`config.mk`:
```
export PLATFORM = sky130hd
export DESIGN_NAME = rsa_modulus_totient_exponent
export DESIGN_NICKNAME = d
export VERILOG_FILES = /design/src/rtl/core/rmte_pkg.sv /design/src/rtl/core/rsa_modulus_totient_exponent.sv /design/src/rtl/core/rmte_dp.sv /design/src/rtl/core/rmte_ctrl.sv
export SDC_FILE = /design/constraint.sdc
export NUM_CORES = 2
export LEC_CHECK = 0
export ABC_AREA = 1
export BUFFER_PORTS_ARGS = -buffer_cell sky130_fd_sc_hd__buf_2
export CORE_MARGIN = 10
export CORE_UTILIZATION = 55
export CTS_CLUSTER_DIAMETER = 50
export DETAILED_ROUTE_END_ITERATION = 6
export PLACE_DENSITY_LB_ADDON = 0.05
export REMOVE_ABC_BUFFERS = 1
export SYNTH_ARGS = -nofsm -noshare
export SYNTH_HDL_FRONTEND = slang
export SYNTH_HIERARCHICAL = 1
export SYNTH_SLANG_ARGS = --single-unit
```
`constraint.sdc`:
```
create_clock -name i_clk -period 6.4 [get_ports i_clk]
set_input_delay 1.92 -clock i_clk [delete_from_list [all_inputs] [get_ports i_clk]]
set_output_delay 1.92 -clock i_clk [all_outputs]
set_load 0.03 [all_outputs]
```
`src/rtl/core/rmte_pkg.sv`:
```
// ----------------------------------------------------------------------------
// rmte_pkg
// Shared types and constants for the modulus, totient and exponent block.
// ----------------------------------------------------------------------------
package rmte_pkg;

    localparam int FACTOR_WIDTH_DEF = 16;
    localparam int PROD_W           = 32;
    localparam int EXP_W            = 5;
    localparam int CAND_W           = EXP_W + 1;
    localparam int EXP_MAX          = 31;
    localparam int CAND_FIRST       = 2;
    localparam int DIV_STEPS        = PROD_W;
    localparam int DIV_CNT_W        = $clog2(DIV_STEPS);

    typedef enum logic [2:0] {
        ST_IDLE,
        ST_MUL,
        ST_CAND,
        ST_CHECK,
        ST_DIV,
        ST_DIV_END,
        ST_DONE
    } t_state;

    typedef struct packed {
        logic load_in;
        logic load_prod;
        logic load_gcd;
        logic next_cand;
        logic div_start;
        logic div_step;
        logic div_end;
        logic set_found;
    } t_dp_cmd;

    typedef struct packed {
        logic cand_stop;
        logic b_zero;
        logic a_one;
        logic div_last;
    } t_dp_stat;

endpackage

```
`src/rtl/core/rsa_modulus_totient_exponent.sv`:
```
// ----------------------------------------------------------------------------
// rsa_modulus_totient_exponent
// RSA modulus, totient and smallest coprime public exponent from two factors.
// ----------------------------------------------------------------------------
// Usage:
//   Drive i_factor_p and i_factor_q and pulse start while busy is low; the
//   item is taken at that edge and busy rises on the next cycle.
//   When done, o_modulus, o_totient, o_public_exponent and o_exponent_found
//   are shown for one cycle with o_valid high. The receiver cannot stall;
//   it must take the item in that cycle. Outputs hold until the next item.
//   Sequence: capture, products and result, plus per candidate ST_CAND and
//   ST_CHECK (only ST_CAND for the candidate that ends a search without a
//   find) and, per Euclid step, the bit-serial remainder unit (one bit of
//   a 32-bit dividend per cycle) and ST_DIV_END. The candidate search and
//   that remainder unit do most of the work: at most 30 candidates, 2 to
//   31, per item. One item at a time: busy stays high until o_valid.
//   Reset (synchronous, active low) returns the controller to idle and
//   drops any item in progress; no result comes from it.
// ----------------------------------------------------------------------------
module rsa_modulus_totient_exponent #(
    parameter int FACTOR_WIDTH = rmte_pkg::FACTOR_WIDTH_DEF
) (
    input  logic                          i_clk,
    input  logic                          i_rst_n,
    input  logic                          start,
    output logic                          busy,
    input  logic [FACTOR_WIDTH-1:0]       i_factor_p,
    input  logic [FACTOR_WIDTH-1:0]       i_factor_q,
    output logic                          o_valid,
    output logic [rmte_pkg::PROD_W-1:0]   o_modulus,
    output logic [rmte_pkg::PROD_W-1:0]   o_totient,
    output logic [rmte_pkg::EXP_W-1:0]    o_public_exponent,
    output logic                          o_exponent_found
);
    import rmte_pkg::*;

    t_dp_cmd  w_cmd;
    t_dp_stat w_stat;

    rmte_ctrl u_ctrl (
        .i_clk   (i_clk),
        .i_rst_n (i_rst_n),
        .i_start (start),
        .i_stat  (w_stat),
        .o_cmd   (w_cmd),
        .o_busy  (busy),
        .o_valid (o_valid)
    );

    rmte_dp #(
        .FACTOR_WIDTH (FACTOR_WIDTH)
    ) u_dp (
        .i_clk             (i_clk),
        .i_factor_p        (i_factor_p),
        .i_factor_q        (i_factor_q),
        .i_cmd             (w_cmd),
        .o_stat            (w_stat),
        .o_modulus         (o_modulus),
        .o_totient         (o_totient),
        .o_public_exponent (o_public_exponent),
        .o_exponent_found  (o_exponent_found)
    );

endmodule

```
`src/rtl/core/rmte_dp.sv`:
```
// ----------------------------------------------------------------------------
// rmte_dp
// Datapath: factor capture, products, candidate counter and serial remainder.
// ----------------------------------------------------------------------------
module rmte_dp #(
    parameter int FACTOR_WIDTH = rmte_pkg::FACTOR_WIDTH_DEF
) (
    input  logic                          i_clk,
    input  logic [FACTOR_WIDTH-1:0]       i_factor_p,
    input  logic [FACTOR_WIDTH-1:0]       i_factor_q,
    input  rmte_pkg::t_dp_cmd             i_cmd,
    output rmte_pkg::t_dp_stat            o_stat,
    output logic [rmte_pkg::PROD_W-1:0]   o_modulus,
    output logic [rmte_pkg::PROD_W-1:0]   o_totient,
    output logic [rmte_pkg::EXP_W-1:0]    o_public_exponent,
    output logic                          o_exponent_found
);
    import rmte_pkg::*;

    logic [FACTOR_WIDTH-1:0] r_p, r_q;
    logic [FACTOR_WIDTH-1:0] n_pm, n_qm;
    logic [PROD_W-1:0]       r_mod, r_tot;
    logic [CAND_W-1:0]       r_cand;
    logic [EXP_W-1:0]        r_exp;
    logic                    r_found;
    logic [PROD_W-1:0]       r_a, r_b, r_rem, r_dvd;
    logic [DIV_CNT_W-1:0]    r_cnt;
    logic [PROD_W:0]         n_rem_sh;
    logic                    n_ge;

    // Minus-one terms saturate at zero
    assign n_pm = (r_p == '0) ? '0 : r_p - FACTOR_WIDTH'(1);
    assign n_qm = (r_q == '0) ? '0 : r_q - FACTOR_WIDTH'(1);

    assign n_rem_sh = {r_rem, r_dvd[PROD_W-1]};
    assign n_ge     = n_rem_sh >= {1'b0, r_b};

    always_ff @(posedge i_clk) begin
        if (i_cmd.load_in) begin
            r_p <= i_factor_p;
            r_q <= i_factor_q;
        end
        if (i_cmd.load_prod) begin
            r_mod   <= PROD_W'(r_p) * PROD_W'(r_q);
            r_tot   <= PROD_W'(n_pm) * PROD_W'(n_qm);
            r_cand  <= CAND_W'(CAND_FIRST);
            r_exp   <= '0;
            r_found <= 1'b0;
        end
        if (i_cmd.next_cand) begin
            r_cand <= r_cand + CAND_W'(1);
        end
        if (i_cmd.set_found) begin
            r_exp   <= r_cand[EXP_W-1:0];
            r_found <= 1'b1;
        end
        if (i_cmd.load_gcd) begin
            r_a <= PROD_W'(r_cand);
            r_b <= r_tot;
        end
        if (i_cmd.div_start) begin
            r_rem <= '0;
            r_dvd <= r_a;
            r_cnt <= '0;
        end
        if (i_cmd.div_step) begin
            // restoring step: shift one dividend bit in, subtract when it fits
            r_rem <= n_ge ? PROD_W'(n_rem_sh - {1'b0, r_b}) : n_rem_sh[PROD_W-1:0];
            r_dvd <= {r_dvd[PROD_W-2:0], 1'b0};
            r_cnt <= r_cnt + DIV_CNT_W'(1);
        end
        if (i_cmd.div_end) begin
            r_a <= r_b;
            r_b <= r_rem;
        end
    end

    assign o_stat.cand_stop = (r_cand > CAND_W'(EXP_MAX)) || (PROD_W'(r_cand) >= r_tot);
    assign o_stat.b_zero    = (r_b == '0);
    assign o_stat.a_one     = (r_a == PROD_W'(1));
    assign o_stat.div_last  = (r_cnt == DIV_CNT_W'(DIV_STEPS - 1));

    assign o_modulus         = r_mod;
    assign o_totient         = r_tot;
    assign o_public_exponent = r_exp;
    assign o_exponent_found  = r_found;

endmodule

```
`src/rtl/core/rmte_ctrl.sv`:
```
// ----------------------------------------------------------------------------
// rmte_ctrl
// Controller: sequences products, candidate search and Euclid steps.
// ----------------------------------------------------------------------------
module rmte_ctrl (
    input  logic                 i_clk,
    input  logic                 i_rst_n,
    input  logic                 i_start,
    input  rmte_pkg::t_dp_stat   i_stat,
    output rmte_pkg::t_dp_cmd    o_cmd,
    output logic                 o_busy,
    output logic                 o_valid
);
    import rmte_pkg::*;

    t_state r_state, n_state;

    always_ff @(posedge i_clk) begin
        if (!i_rst_n) begin
            r_state <= ST_IDLE;
        end else begin
            r_state <= n_state;
        end
    end

    always_comb begin
        n_state = r_state;
        o_cmd   = '0;
        o_busy  = 1'b1;
        o_valid = 1'b0;
        unique case (r_state)
            ST_IDLE: begin
                o_busy = 1'b0;
                if (i_start) begin
                    o_cmd.load_in = 1'b1;
                    n_state       = ST_MUL;
                end
            end
            ST_MUL: begin
                o_cmd.load_prod = 1'b1;
                n_state         = ST_CAND;
            end
            ST_CAND: begin
                if (i_stat.cand_stop) begin
                    n_state = ST_DONE;
                end else begin
                    o_cmd.load_gcd = 1'b1;
                    n_state        = ST_CHECK;
                end
            end
            ST_CHECK: begin
                if (i_stat.b_zero) begin
                    if (i_stat.a_one) begin
                        o_cmd.set_found = 1'b1;
                        n_state         = ST_DONE;
                    end else begin
                        o_cmd.next_cand = 1'b1;
                        n_state         = ST_CAND;
                    end
                end else begin
                    o_cmd.div_start = 1'b1;
                    n_state         = ST_DIV;
                end
            end
            ST_DIV: begin
                o_cmd.div_step = 1'b1;
                if (i_stat.div_last) begin
                    n_state = ST_DIV_END;
                end
            end
            ST_DIV_END: begin
                // advance Euclid: (a, b) <= (b, a mod b)
                o_cmd.div_end = 1'b1;
                n_state       = ST_CHECK;
            end
            ST_DONE: begin
                o_valid = 1'b1;
                n_state = ST_IDLE;
            end
            default: begin
                n_state = ST_IDLE;
            end
        endcase
    end

endmodule

```
==> impl_metrics.tcl <==
set metrics [dict create \
    buffer_ports.inserted 106 \
    design.die.area_mm2 0.0662 \
    post-synth-top-count-cell "nand2_1" \
    postLayoutCellArea_mm2 0.0357 \
    overflow 0 \
    synth_area_per_cell_um2 7.98 \
    cts_tree "built" \
    total_of_max_cap_violations 0 \
    synth_flop_cell "edfxtp_1" \
    critical_path.startpoint_type "flip-flop" \
    cp.required_ns 6.70 \
    core_area_mm2 0.0554 \
    synth.top_cells.by_count "nand2_1, inv_1, fa_1, nor2_1, ha_1" \
    place.detailed.instances 4806 \
    path_max_fanout 6 \
    routed-via-count 25500 \
    hold_path.class "flip-flop to flip-flop" \
    clkSlewWorstSetupHoldPaths_ns 0.06 \
    finalMaxSlewViolations 0 \
    drive_gt1_share_pct 14.8 \
    skew_final_ns 0.0431 \
    maxSlewHeadroom_pct 23.7 \
    timing.critical_path.slowest_stage_cell "fa_1" \
    result_of_the_run "complete, no violations" \
    cts.sinks 244 \
    clock_path_buffers 3 \
    initial_core_utilization_pct 55.9 \
    ctsHtreeMaxLevel 2 \
    hpwlAfterDp_mm 72.5 \
    synth_top_cell_area_share_pct 25.1 \
    drc 0 \
    antenna_found_initial 0 \
    yosys_register_bits 244 \
    grt_setup_unrepaired "yes" \
    final_core_util_pct 64.4 \
    seq_area_frac_synth_pct 23.5 \
    slowest_delay_ns 0.54 \
    tightest_slew_ns 1.14 \
    synth.lib_cells_used.distinct 47 \
    wire_per_inst_um 18.4 \
    timing.final.crit_period_ns 6.30 \
    die_height_um 257 \
    clk_root_buffer_cell "clkbuf_16" \
    clkLatencyLatePin_ns 0.59 \
    num_rows 86 \
    final_weighted_congestion_in_routability_driven_placement 0.983 \
    finalNonFillerCells 4914 \
    synth_area_mm2 0.0310 \
    cp_data_arrival_time_ns 6.60 \
    pin_count_of_the_biggest_net_entering_global_routing 68 \
    design.portCount 107 \
    async_set_or_reset_register_ratio_after_synthesis_pct 0 \
    area_growth_syn_to_layout_pct 15.3 \
    fp.dieW_um 257 \
    mean_number_of_vias_per_cell 5.19 \
    post-synth-top-area-cell "fa_1" \
    drt-pass1-iter-count 6 \
    grt_first_pass_wirelength_mm 142 \
    drtIter0Drc 1878 \
    setup-violations-final 0 \
    worst-setup-path-type "flip-flop to flip-flop" \
    clock.fmax_mhz 159 \
    number_of_warning_messages_in_the_yosys_log 6 \
    endpoint_kind_of_the_worst_setup_timing_path "flip-flop" \
    finalWirelength_mm 90.6 \
    first_global_vias 25600 \
    min_period_over_period_pct 98.5 \
    synth-edff-count 239 \
    timing_hold_violations_final 0 \
    final_nets 4813 \
    global_route.usage.total_pct 27.3 \
    number_of_instances_in_the_synthesized_netlist 3883 \
    place_area_mm2 0.0334 \
    number_of_cts_inserted_buffers 36 \
    timing.critical_path.mode_cell "fa_1" \
    synth.top_cells.by_area "fa_1, edfxtp_1, nand2_1" \
    route.antenna.remaining_nets 0 \
]
-- critical path: cells and delay by family (launching register included) --
kind	cells	cell delay (ns)
xor+xnor	1	0.17
flops	1	0.47
compound gates	3	0.44
buf+inv	7	0.56
fa+ha+maj	7	3.21
simple gates	10	1.15
-- layout by cell type (no fill, tap or decap), drive strengths merged, types with 11 or more instances in the layout --
cell,count
buf,326
a21o,11
nand3,146
nor3,30
clkinv,14
nand2,1071
a21oi,93
xnor2,17
fa,389
clkbuf,41
xor2,65
nor2,354
nor4,24
o21ai,75
inv,936
ha,252
nand4,32
edfxtp,239
-- per-stage QoR --
stage | hold WS [ns] | setup TNS, ns | setup WS (ns)
finish | 0.442 | 0 | 0.0958
CTS | 0.447 | 0 | 0.00223
global placement | 0.427 | -1.33 | -0.158
global route | 0.507 | -0.981 | -0.177
floorplan | 0.441 | -4.84 | -0.400
detailed placement | 0.433 | -2.14 | -0.211
-- sequential cells by signal, summed over array words and instances (netlist names), 3 cells and up --
signal	count
u_dp/o_modulus	32
u_dp/o_totient	32
u_dp/r_a	32
u_dp/r_b	32
u_dp/r_dvd	32
u_dp/r_rem	32
u_dp/r_p	16
u_dp/r_q	16
u_dp/r_cand	6
u_dp/o_public_exponent	5
u_dp/r_cnt	5
u_ctrl/r_state	3
-- cells by family (layout without fill, tap and decap cells) --
kind of cell             count (synthesis)  after routing  share of synthesized area, %
AND/OR/NAND/NOR                       1674           1674                          22.4
buffers and inverters                 1043           1324                          12.9
adder cells (fa/ha/maj)                641            641                          35.3
flip-flops                             244            244                          23.5
AO/OA/AOI/OAI                          199            199                          3.51
XOR/XNOR                                82             82                          2.32
other                                    0              2                             0
-- layer usage --
metal	vias up	global-route usage, %	routed length, um
met5	-	0	0
met4	0	9.43	3450
met3	178	5.72	7500
met2	968	43.4	40700
met1	12200	36.6	38900
li1	12200	-	-
-- layout make-up --
class	instances	area, um2
sequential	244	7280
inverter	933	3540
fill	4906	19700
tap	748	936
timing repair buffer	326	2310
multi-input combinational	2596	20400
antenna	2	5.00
clock buffer	41	930
clock inverter	24	258
-- worst paths after layout --
kind,startpoint,end,slack (ns),depth (start not counted)
worst min register to register,u_dp/o_exponent_found,u_dp/o_exponent_found,0.44,2
worst max-delay path,u_dp/r_q[3],u_dp/o_totient[24],0.1,28
worst min-delay path,u_dp/o_exponent_found,u_dp/o_exponent_found,0.44,2
worst max register to register,u_dp/r_q[3],u_dp/o_totient[24],0.1,28
-- what timing repair did --
item | CTS | global route
pin swaps | 6 | 51
gates resized for setup | 35 | 176
buffers inserted | 4 | 37
hold buffers | 0 | 0
endpoints found under the setup margin | 19 | 22
Power is left out: the tool's default activity adds up to more than one toggle a clock period on the data nets, which glitch-free logic cannot reach.
